**src/hw/rtl/med3_pkg.sv**
```systemverilog
package med3_pkg;

  // frame geometry
  localparam int unsigned IMAGE_SIZE = 16;
  localparam int unsigned POS_W      = $clog2(IMAGE_SIZE);
  localparam logic [POS_W-1:0] LAST_POS = POS_W'(IMAGE_SIZE - 1);

  // wipe register and the compare against a column
  localparam int unsigned WIPE_W = 5;
  localparam int unsigned CMP_W  = (POS_W > WIPE_W) ? POS_W : WIPE_W;

  // job queue between front and back
  localparam int unsigned QUEUE_DEPTH = 4;
  localparam int unsigned QPTR_W      = $clog2(QUEUE_DEPTH);
  localparam int unsigned QCNT_W      = QPTR_W + 1;

  typedef logic [7:0] pix_t;

  // one column of the window: rows r-2, r-1, r
  typedef struct packed {
    pix_t old;
    pix_t prv;
    pix_t cur;
  } col3_t;

  // one output request: 3x3 window in row-major order plus its tags
  typedef struct packed {
    pix_t [8:0]       win;
    logic [POS_W-1:0] col;
    logic [POS_W-1:0] row;
    logic             filt;
    logic             frame_end;
  } job_t;

  // low four bits of a position, zero-extended when positions are narrower
  function automatic logic [3:0] lo4(logic [POS_W-1:0] v);
    logic [POS_W+3:0] t;
    t = {4'b0000, v};
    return t[3:0];
  endfunction

endpackage

```
**src/hw/rtl/med3_front.sv**
```systemverilog
module med3_front (
  input  logic                        clk_i,
  input  logic                        rst_ni,
  input  logic                        pixel_valid_i,
  output logic                        pixel_ready_o,
  input  logic [7:0]                  pixel_i,
  input  logic                        cfg_valid_i,
  output logic                        cfg_ready_o,
  input  logic [med3_pkg::WIPE_W-1:0] wipe_column_i,
  input  logic                        queue_full_i,
  output logic                        job_valid_o,
  output med3_pkg::job_t              job_o
);

  // request slots produced by one pixel, in emission order
  localparam int unsigned JOB_INNER      = 0;
  localparam int unsigned JOB_EDGE       = 1;
  localparam int unsigned JOB_LAST_INNER = 2;
  localparam int unsigned JOB_LAST_EDGE  = 3;

  // line stores
  med3_pkg::pix_t prev_mem  [med3_pkg::IMAGE_SIZE];
  med3_pkg::pix_t older_mem [med3_pkg::IMAGE_SIZE];

  // input position and wipe register
  logic [med3_pkg::POS_W-1:0]  col_q, col_d, row_q, row_d;
  logic [med3_pkg::WIPE_W-1:0] wipe_q, wipe_d;

  // stage A: accepted pixel with its column of stored rows
  logic                       a_v_q, a_v_d, wb_q;
  med3_pkg::pix_t             a_pix_q, a_prev_q, a_old_q;
  logic [med3_pkg::POS_W-1:0] a_col_q, a_row_q;

  // stage D: window and pending requests
  logic [3:0]                 d_mask_q, d_mask_d, mask_after, mask_new, sel;
  logic [med3_pkg::POS_W-1:0] d_col_q, d_row_q;
  med3_pkg::col3_t            w0_q, w1_q, w2_q, a_colv;

  logic accept, d_push, a_move;
  logic edge_job, last_job, top_prv;
  logic [med3_pkg::POS_W-1:0] orow, ocol;
  med3_pkg::col3_t cl, cc, cr;

  assign cfg_ready_o = 1'b1;
  assign accept      = pixel_valid_i & pixel_ready_o;
  assign a_colv      = '{old: a_old_q, prv: a_prev_q, cur: a_pix_q};

  // dispatch: one request per cycle while the queue is not full, lowest slot first
  always_comb begin
    sel        = d_mask_q & (~d_mask_q + 4'd1);
    d_push     = (|d_mask_q) & ~queue_full_i;
    mask_after = d_push ? (d_mask_q & ~sel) : d_mask_q;
    a_move     = a_v_q & (mask_after == 4'd0);
    pixel_ready_o = ~a_v_q | a_move;
  end

  // request slots of the pixel in stage A
  always_comb begin
    mask_new = 4'd0;
    mask_new[JOB_INNER]      = (a_row_q != '0) && (a_col_q != '0);
    mask_new[JOB_EDGE]       = (a_row_q != '0) && (a_col_q == med3_pkg::LAST_POS);
    mask_new[JOB_LAST_INNER] = (a_row_q == med3_pkg::LAST_POS) && (a_col_q != '0);
    mask_new[JOB_LAST_EDGE]  = (a_row_q == med3_pkg::LAST_POS) &&
                               (a_col_q == med3_pkg::LAST_POS);
  end

  // window of the selected request, borders clamped
  always_comb begin
    edge_job = sel[JOB_EDGE] | sel[JOB_LAST_EDGE];
    last_job = sel[JOB_LAST_INNER] | sel[JOB_LAST_EDGE];
    orow     = last_job ? d_row_q : d_row_q - med3_pkg::POS_W'(1);
    ocol     = edge_job ? d_col_q : d_col_q - med3_pkg::POS_W'(1);
    cl       = edge_job ? w1_q : w0_q;
    cc       = edge_job ? w2_q : w1_q;
    cr       = w2_q;
    top_prv  = last_job | (orow == '0);

    job_o.win[0] = top_prv ? cl.prv : cl.old;
    job_o.win[1] = top_prv ? cc.prv : cc.old;
    job_o.win[2] = top_prv ? cr.prv : cr.old;
    job_o.win[3] = last_job ? cl.cur : cl.prv;
    job_o.win[4] = last_job ? cc.cur : cc.prv;
    job_o.win[5] = last_job ? cr.cur : cr.prv;
    job_o.win[6] = cl.cur;
    job_o.win[7] = cc.cur;
    job_o.win[8] = cr.cur;
    job_o.col    = ocol;
    job_o.row    = orow;
    job_o.filt   = med3_pkg::CMP_W'(ocol) < med3_pkg::CMP_W'(wipe_q);
    job_o.frame_end = (orow == med3_pkg::LAST_POS) && (ocol == med3_pkg::LAST_POS);
    job_valid_o  = d_push;
  end

  // control next state
  always_comb begin
    col_d    = col_q;
    row_d    = row_q;
    wipe_d   = cfg_valid_i ? wipe_column_i : wipe_q;
    a_v_d    = accept | (a_v_q & ~a_move);
    d_mask_d = a_move ? mask_new : mask_after;
    if (accept) begin
      if (col_q == med3_pkg::LAST_POS) begin
        col_d = '0;
        row_d = (row_q == med3_pkg::LAST_POS) ? '0 : row_q + med3_pkg::POS_W'(1);
      end else begin
        col_d = col_q + med3_pkg::POS_W'(1);
      end
    end
  end

  always_ff @(posedge clk_i or negedge rst_ni) begin
    if (!rst_ni) begin
      col_q    <= '0;
      row_q    <= '0;
      wipe_q   <= '0;
      a_v_q    <= 1'b0;
      wb_q     <= 1'b0;
      d_mask_q <= '0;
    end else begin
      col_q    <= col_d;
      row_q    <= row_d;
      wipe_q   <= wipe_d;
      a_v_q    <= a_v_d;
      wb_q     <= accept;
      d_mask_q <= d_mask_d;
    end
  end

  // line stores: read old column on accept, shift previous row down in the following cycle
  always_ff @(posedge clk_i) begin
    if (accept) begin
      prev_mem[col_q] <= pixel_i;
      a_prev_q        <= prev_mem[col_q];
      a_old_q         <= older_mem[col_q];
      a_pix_q         <= pixel_i;
      a_col_q         <= col_q;
      a_row_q         <= row_q;
    end
    if (wb_q) begin
      older_mem[a_col_q] <= a_prev_q;
    end
  end

  // window columns; column zero fills all three for the left border
  always_ff @(posedge clk_i) begin
    if (a_move) begin
      d_col_q <= a_col_q;
      d_row_q <= a_row_q;
      w2_q    <= a_colv;
      if (a_col_q == '0) begin
        w0_q <= a_colv;
        w1_q <= a_colv;
      end else begin
        w0_q <= w1_q;
        w1_q <= w2_q;
      end
    end
  end

endmodule

```
**src/hw/rtl/med3_queue.sv**
```systemverilog
module med3_queue (
  input  logic           clk_i,
  input  logic           rst_ni,
  input  logic           push_i,
  input  med3_pkg::job_t job_i,
  output logic           full_o,
  input  logic           pop_i,
  output logic           valid_o,
  output med3_pkg::job_t job_o
);

  med3_pkg::job_t mem [med3_pkg::QUEUE_DEPTH];

  logic [med3_pkg::QPTR_W-1:0] wr_q, wr_d, rd_q, rd_d;
  logic [med3_pkg::QCNT_W-1:0] cnt_q, cnt_d;

  localparam logic [med3_pkg::QPTR_W-1:0] PTR_LAST =
    med3_pkg::QPTR_W'(med3_pkg::QUEUE_DEPTH - 1);

  assign full_o  = cnt_q == med3_pkg::QCNT_W'(med3_pkg::QUEUE_DEPTH);
  assign valid_o = cnt_q != '0;
  assign job_o   = mem[rd_q];

  always_comb begin
    wr_d  = wr_q;
    rd_d  = rd_q;
    cnt_d = cnt_q;
    if (push_i) begin
      wr_d = (wr_q == PTR_LAST) ? '0 : wr_q + med3_pkg::QPTR_W'(1);
    end
    if (pop_i) begin
      rd_d = (rd_q == PTR_LAST) ? '0 : rd_q + med3_pkg::QPTR_W'(1);
    end
    case ({push_i, pop_i})
      2'b10:   cnt_d = cnt_q + med3_pkg::QCNT_W'(1);
      2'b01:   cnt_d = cnt_q - med3_pkg::QCNT_W'(1);
      default: cnt_d = cnt_q;
    endcase
  end

  always_ff @(posedge clk_i or negedge rst_ni) begin
    if (!rst_ni) begin
      wr_q  <= '0;
      rd_q  <= '0;
      cnt_q <= '0;
    end else begin
      wr_q  <= wr_d;
      rd_q  <= rd_d;
      cnt_q <= cnt_d;
    end
  end

  always_ff @(posedge clk_i) begin
    if (push_i) begin
      mem[wr_q] <= job_i;
    end
  end

endmodule

```
**src/hw/rtl/med3_back.sv**
```systemverilog
module med3_back (
  input  logic           clk_i,
  input  logic           rst_ni,
  input  logic           job_valid_i,
  input  med3_pkg::job_t job_i,
  output logic           job_pop_o,
  output logic           result_valid_o,
  input  logic           result_ready_i,
  output logic [7:0]     value_o,
  output logic [1:0]     color_index_o,
  output logic [3:0]     column_o,
  output logic [3:0]     row_o,
  output logic           filtered_o,
  output logic           frame_end_o
);

  typedef struct packed {
    med3_pkg::pix_t             centre;
    logic [med3_pkg::POS_W-1:0] col;
    logic [med3_pkg::POS_W-1:0] row;
    logic                       filt;
    logic                       frame_end;
  } meta_t;

  function automatic med3_pkg::pix_t max2(med3_pkg::pix_t a, med3_pkg::pix_t b);
    return (a > b) ? a : b;
  endfunction

  function automatic med3_pkg::pix_t min2(med3_pkg::pix_t a, med3_pkg::pix_t b);
    return (a < b) ? a : b;
  endfunction

  function automatic med3_pkg::pix_t mid3(med3_pkg::pix_t a, med3_pkg::pix_t b,
                                          med3_pkg::pix_t c);
    return max2(min2(a, b), min2(max2(a, b), c));
  endfunction

  // s1: each column sorted; s2: max of lows, median of mids, min of highs
  logic s1_v_q, s1_v_d, s2_v_q, s2_v_d, s3_v_q, s3_v_d;
  logic s1_rdy, s2_rdy, s3_rdy;

  med3_pkg::pix_t [2:0] s1_lo_q, s1_mid_q, s1_hi_q;
  meta_t                s1_meta_q, s2_meta_q, s3_meta_q, in_meta;
  med3_pkg::pix_t       s2_mx_q, s2_md_q, s2_mn_q, s3_value_q, med;

  assign in_meta = '{centre: job_i.win[4], col: job_i.col, row: job_i.row,
                     filt: job_i.filt, frame_end: job_i.frame_end};

  always_comb begin
    s3_rdy    = ~s3_v_q | result_ready_i;
    s2_rdy    = ~s2_v_q | s3_rdy;
    s1_rdy    = ~s1_v_q | s2_rdy;
    job_pop_o = job_valid_i & s1_rdy;
    s1_v_d    = s1_rdy ? job_valid_i : s1_v_q;
    s2_v_d    = s2_rdy ? s1_v_q : s2_v_q;
    s3_v_d    = s3_rdy ? s2_v_q : s3_v_q;
    med       = mid3(s2_mx_q, s2_md_q, s2_mn_q);
  end

  always_ff @(posedge clk_i or negedge rst_ni) begin
    if (!rst_ni) begin
      s1_v_q <= 1'b0;
      s2_v_q <= 1'b0;
      s3_v_q <= 1'b0;
    end else begin
      s1_v_q <= s1_v_d;
      s2_v_q <= s2_v_d;
      s3_v_q <= s3_v_d;
    end
  end

  always_ff @(posedge clk_i) begin
    if (job_pop_o) begin
      for (int k = 0; k < 3; k++) begin
        s1_lo_q[k]  <= min2(min2(job_i.win[k], job_i.win[k+3]), job_i.win[k+6]);
        s1_mid_q[k] <= mid3(job_i.win[k], job_i.win[k+3], job_i.win[k+6]);
        s1_hi_q[k]  <= max2(max2(job_i.win[k], job_i.win[k+3]), job_i.win[k+6]);
      end
      s1_meta_q <= in_meta;
    end
    if (s2_rdy && s1_v_q) begin
      s2_mx_q   <= max2(max2(s1_lo_q[0], s1_lo_q[1]), s1_lo_q[2]);
      s2_md_q   <= mid3(s1_mid_q[0], s1_mid_q[1], s1_mid_q[2]);
      s2_mn_q   <= min2(min2(s1_hi_q[0], s1_hi_q[1]), s1_hi_q[2]);
      s2_meta_q <= s1_meta_q;
    end
    if (s3_rdy && s2_v_q) begin
      s3_value_q <= s2_meta_q.filt ? med : s2_meta_q.centre;
      s3_meta_q  <= s2_meta_q;
    end
  end

  assign result_valid_o = s3_v_q;
  assign value_o        = s3_value_q;
  assign color_index_o  = s3_value_q[5:4];
  assign column_o       = med3_pkg::lo4(s3_meta_q.col);
  assign row_o          = med3_pkg::lo4(s3_meta_q.row);
  assign filtered_o     = s3_meta_q.filt;
  assign frame_end_o    = s3_meta_q.frame_end;

endmodule

```
**src/hw/rtl/median3x3_replicate_border.sv**
```systemverilog
// Channel   Direction  Handshake                        Payload
// pixel     in         pixel_valid_i / pixel_ready_o    pixel_i
// cfg       in         cfg_valid_i / cfg_ready_o        wipe_column_i
// result    out        result_valid_o / result_ready_i  value_o, color_index_o, column_o,
//                                                       row_o, filtered_o, frame_end_o
//
// One pixel per cycle while each pixel yields at most one result and the job queue is
// not full; a pixel that yields several results holds the front's dispatch stage until
// all are pushed (two on the right edge or in the last row, four for the last pixel of
// the frame), since the dispatch pushes one request a cycle.
// Reset clears position, wipe column and all valid flags; line stores are not cleared.
// A full job queue stalls the front only; a stalled result stalls the back, and the front once the queue fills.
module median3x3_replicate_border (
  input  logic                        clk_i,
  input  logic                        rst_ni,
  // pixel stream in
  input  logic                        pixel_valid_i,
  output logic                        pixel_ready_o,
  input  logic [7:0]                  pixel_i,
  // wipe column register write
  input  logic                        cfg_valid_i,
  output logic                        cfg_ready_o,
  input  logic [med3_pkg::WIPE_W-1:0] wipe_column_i,
  // filtered pixels out
  output logic                        result_valid_o,
  input  logic                        result_ready_i,
  output logic [7:0]                  value_o,
  output logic [1:0]                  color_index_o,
  output logic [3:0]                  column_o,
  output logic [3:0]                  row_o,
  output logic                        filtered_o,
  output logic                        frame_end_o
);

  // front -> queue
  logic           push, queue_full;
  med3_pkg::job_t push_job;

  // queue -> back
  logic           pop, queue_valid;
  med3_pkg::job_t head_job;

  // Front: line stores, window columns and border clamping. Each pixel is
  // classified into up to four output requests (interior, right edge, and the
  // same two again for the last row), pushed one per cycle while the queue is not full.
  med3_front u_front (
    .clk_i         (clk_i),
    .rst_ni        (rst_ni),
    .pixel_valid_i (pixel_valid_i),
    .pixel_ready_o (pixel_ready_o),
    .pixel_i       (pixel_i),
    .cfg_valid_i   (cfg_valid_i),
    .cfg_ready_o   (cfg_ready_o),
    .wipe_column_i (wipe_column_i),
    .queue_full_i  (queue_full),
    .job_valid_o   (push),
    .job_o         (push_job)
  );

  // Short request queue decoupling the two halves.
  med3_queue u_queue (
    .clk_i   (clk_i),
    .rst_ni  (rst_ni),
    .push_i  (push),
    .job_i   (push_job),
    .full_o  (queue_full),
    .pop_i   (pop),
    .valid_o (queue_valid),
    .job_o   (head_job)
  );

  // Back: three-stage median of nine (column sort, cross reduce, final median3)
  // with the last stage acting as the output register.
  med3_back u_back (
    .clk_i          (clk_i),
    .rst_ni         (rst_ni),
    .job_valid_i    (queue_valid),
    .job_i          (head_job),
    .job_pop_o      (pop),
    .result_valid_o (result_valid_o),
    .result_ready_i (result_ready_i),
    .value_o        (value_o),
    .color_index_o  (color_index_o),
    .column_o       (column_o),
    .row_o          (row_o),
    .filtered_o     (filtered_o),
    .frame_end_o    (frame_end_o)
  );

endmodule
```
**config.mk**
```make
export PLATFORM = sky130hd
export DESIGN_NAME = median3x3_replicate_border
export DESIGN_NICKNAME = d
export VERILOG_FILES = /design/src/hw/rtl/med3_pkg.sv /design/src/hw/rtl/med3_front.sv /design/src/hw/rtl/med3_queue.sv /design/src/hw/rtl/med3_back.sv /design/src/hw/rtl/median3x3_replicate_border.sv
export SDC_FILE = /design/constraint.sdc
export NUM_CORES = 1
export LEC_CHECK = 0
export BUFFER_PORTS_ARGS = -buffer_cell sky130_fd_sc_hd__buf_2
export CORE_MARGIN = 3
export CORE_UTILIZATION = 40
export DETAILED_ROUTE_END_ITERATION = 12
export GPL_TIMING_DRIVEN = 0
export SYNTH_ARGS = -nofsm -noshare
export SYNTH_HDL_FRONTEND = slang
export SYNTH_HIERARCHICAL = 1
export SYNTH_SLANG_ARGS = --single-unit
```
**constraint.sdc**
```tcl
create_clock -name clk_i -period 11.3 [get_ports clk_i]
set_clock_uncertainty 0.15 [all_clocks]
set_input_delay 2.26 -clock clk_i [delete_from_list [all_inputs] [get_ports clk_i]]
set_output_delay 2.26 -clock clk_i [all_outputs]
set_load 0.005 [all_outputs]
```
==> flow_metrics.py <==
metrics = {
    "logic_synthesis": {
        "synth_edf_count": 846,
        "yosysUniqueCellTypes": 77,
        "async_flop_share_pct": 3.31,
        "synth-seq-area-share_pct": 65.2,
        "avgSynthCellArea_um2": 15.8,
        "ys_seq_elements": 875,
        "yosysWarningCount": 6,
        "netlist_area_um2": 40100,
        "synthCells": 2528,
        "synth_ff_type": "edfxtp_1",
        "syn_nets": 2732,
    },
    "worst_setup_path": {
        "cp_common_cell": "o21ai_1",
        "crit_type": "reg2reg",
        "slowest_delay_ns": 0.62,
        "crit_path_end_kind": "register",
        "slowest_stage": "a2111oi_2",
        "path_max_fanout": 10,
        "start_kind": "register",
        "worstPathRequired_ns": 11.50,
        "arrival_ns": 8.35,
    },
    "floorplanning": {
        "die_area_um2": 104000,
        "io-pin-count": 41,
        "dieHeight_um": 322,
        "start_util_pct": 40.5,
        "coreArea_um2": 98900,
        "chipWidth_um": 322,
        "placementRows": 115,
    },
    "cts": {
        "cts_buffer_depth": 3,
        "post_cts_buffers": 0,
        "path_clk_slew_ns": 0.06,
        "cts_tree": "yes",
        "htreeDepth": 3,
        "cts_buffers": 87,
        "cts_hold_buf": 0,
        "cts_resized": 0,
        "clock-sinks": 875,
        "clock_latency_ns": 0.65,
        "clockRootBuffer": "clkbuf_16",
    },
    "detailed_routing": {
        "first_iter_violations": 1708,
        "ant_nets": 0,
        "wl_per_cell_um": 23.2,
        "vias": 22097,
        "via_per_inst": 5.49,
        "drc": 0,
        "firstDrtPassIters": 5,
        "drt_wl_total_mm": 93.4,
    },
    "global_routing": {
        "grt_pass1_wl_mm": 142,
        "antenna_found_initial": 0,
        "overflow": 0,
        "grt_use_total_pct": 18.2,
        "grt_pass1_vias": 22968,
        "grt_max_degree": 81,
    },
    "placement": {
        "place_congestion": 0.918,
        "port_buffers": 38,
        "hpwl_mm": 68.0,
    },
    "layout": {
        "layout-drive-gt1-share_pct": 19.4,
        "syn_to_final_growth_pct": 12.2,
        "final_util_pct": 45.5,
        "finish.net_count": 2873,
        "fillers": 8449,
    },
    "sta": {
        "setup_viol": 0,
        "finalHoldViolCount": 0,
        "fin_tns_setup_ns": 0,
        "min_period_over_period_pct": 72.1,
        "drv_slew": 0,
        "rsz0062_at_grt": "no",
        "fin_crit_ns": 8.15,
        "whs_ns": 0.271,
        "fmax_mhz": 123,
        "slew_headroom_pct": 8.60,
        "tightest_slew_ns": 1.36,
    },
    "hold_path": {
        "hp-class": "reg2reg",
    },
    "run_status": {
        "status": "finished, final reports clean",
    },
    "job": {
        "maxCapViolations": 0,
    },
}
synth_stat cells, types with 5 or more instances:
cell type  number  area share, %
a21oi_1        67           0.84
buf_2          20           0.25
and3_1         19           0.30
o21a_1         27           0.51
mux4_2        178             10
ha_1          185            5.8
mux2_1         15           0.42
edfxtp_1      846             63
xnor2_1         9           0.20
a221oi_1        9           0.20
o211ai_1        5          0.094
nor2b_1        21           0.33
nor4b_1         5           0.11
buf_6          11           0.31
a211oi_1        6           0.11
nand3_1        15           0.19
nand2_1       286            2.7
inv_1         151            1.4
buf_4          16           0.30
a21o_1         33           0.62
o31ai_1         5          0.094
nor2_1         74           0.69
clkbuf_1       40           0.37
mux2_2         91            2.6
and2_1          7           0.11
mux2i_1        64            1.6
nand4_1        26           0.41
o21bai_1        5          0.094
o21ai_1        50           0.62
o21ai_0       106            1.3
nand2b_1       16           0.25
dfrtp_1        29            1.8
or3b_2          7           0.15
nor3_1          9           0.11
layer usage:
metal  vias up  track usage (%)  routed length (um)
met2       607             32.4               48000
met5         -                0                   0
met1     11245             23.0               38200
li1      10072                -                   -
met3       173             2.36                4120
met4         0             6.16                2950
worst max-delay path, delay by kind of cell (launching register included):
| family | cells | cell delay, ns |
|---|---|---|
| AO/OA/AOI/OAI | 13 | 3.12 |
| multiplexers | 3 | 1.45 |
| buffers and inverters | 4 | 1.24 |
| adder cells (fa/ha/maj) | 3 | 0.83 |
| flip-flops | 1 | 0.37 |
| AND/OR/NAND/NOR | 6 | 0.66 |
per-stage QoR:
step / area, um^2 / instances / worst slack (ns)
after floorplan: 40100 / 2528 / 0.0726
after global placement: 41900 / 3853 / -2.84
after detailed placement: 42100 / 3866 / 3.18
after CTS: 44900 / 4023 / 3.12
after global routing: 44900 / 4024 / 2.59
final: 44900 / 4025 / 3.15
flip-flops by register name, summed over array words and instances (netlist names), 16 cells and up:
signal	cells
u_back/s1_lo_q	24
u_back/s1_mid_q	24
u_queue/mem	328
u_front/older_mem	128
u_front/w1_q	24
u_back/s1_meta_q	18
u_back/s2_meta_q	18
u_back/s1_hi_q	24
u_front/prev_mem	128
u_front/w0_q	24
u_front/cr	16
final timing paths:
path,start,end,slack (ns),depth (start not counted)
max,u_queue/rd_q[1]$_DFFE_PN0P_,u_back/s1_mid_q[7]$_DFFE_PP_,3.15,29
min,u_back/s1_meta_q[1]$_DFFE_PP_,u_back/s2_meta_q[1]$_DFFE_PP_,0.27,0
max reg2reg,u_queue/rd_q[1]$_DFFE_PN0P_,u_back/s1_mid_q[7]$_DFFE_PP_,3.15,29
min reg2reg,u_back/s1_meta_q[1]$_DFFE_PP_,u_back/s2_meta_q[1]$_DFFE_PP_,0.27,0
max in group asynchronous,rst_ni,u_front/d_mask_q[1]$_DFF_PN0_,8.96,1
min in group asynchronous,rst_ni,u_front/col_q[0]$_DFFE_PN0P_,1.53,1
cells by family after synthesis:
group	Yosys count	share of synthesized area, %
compound gates	343	5.29
xor+xnor	13	0.284
fa+ha+maj	186	5.83
buf+inv	245	2.77
flops	875	65.2
mux	349	14.6
other cells	1	0.00936
simple gates	516	5.96
layout by cell type, fill, tap and decap left out, types with 50 or more instances in the layout:
cell / instances
nor2_1: 74
clkbuf_16: 87
mux2i_1: 64
o21ai_1: 50
mux2_2: 91
ha_1: 185
inv_1: 150
clkbuf_1: 53
a21oi_1: 67
edfxtp_1: 846
mux4_2: 178
o21ai_0: 106
nand2_1: 286
buf_2: 58
cell type report:
type / instances / area (um^2) / area share (%)
diodes: 1 / 2.50 / 0.00557
well taps: 1287 / 1610 / 3.58
multi-input cells: 1408 / 12900 / 28.6
clock inverters: 55 / 533 / 1.19
plain buffers: 92 / 536 / 1.19
repair buffers: 52 / 423 / 0.941
clock buffers: 102 / 2250 / 5.01
flip-flops and latches: 875 / 26100 / 58.1
inverters: 153 / 577 / 1.28
Power is not shown: default switching activity piles up to over one toggle a cycle in this logic, so the estimate is an artifact.
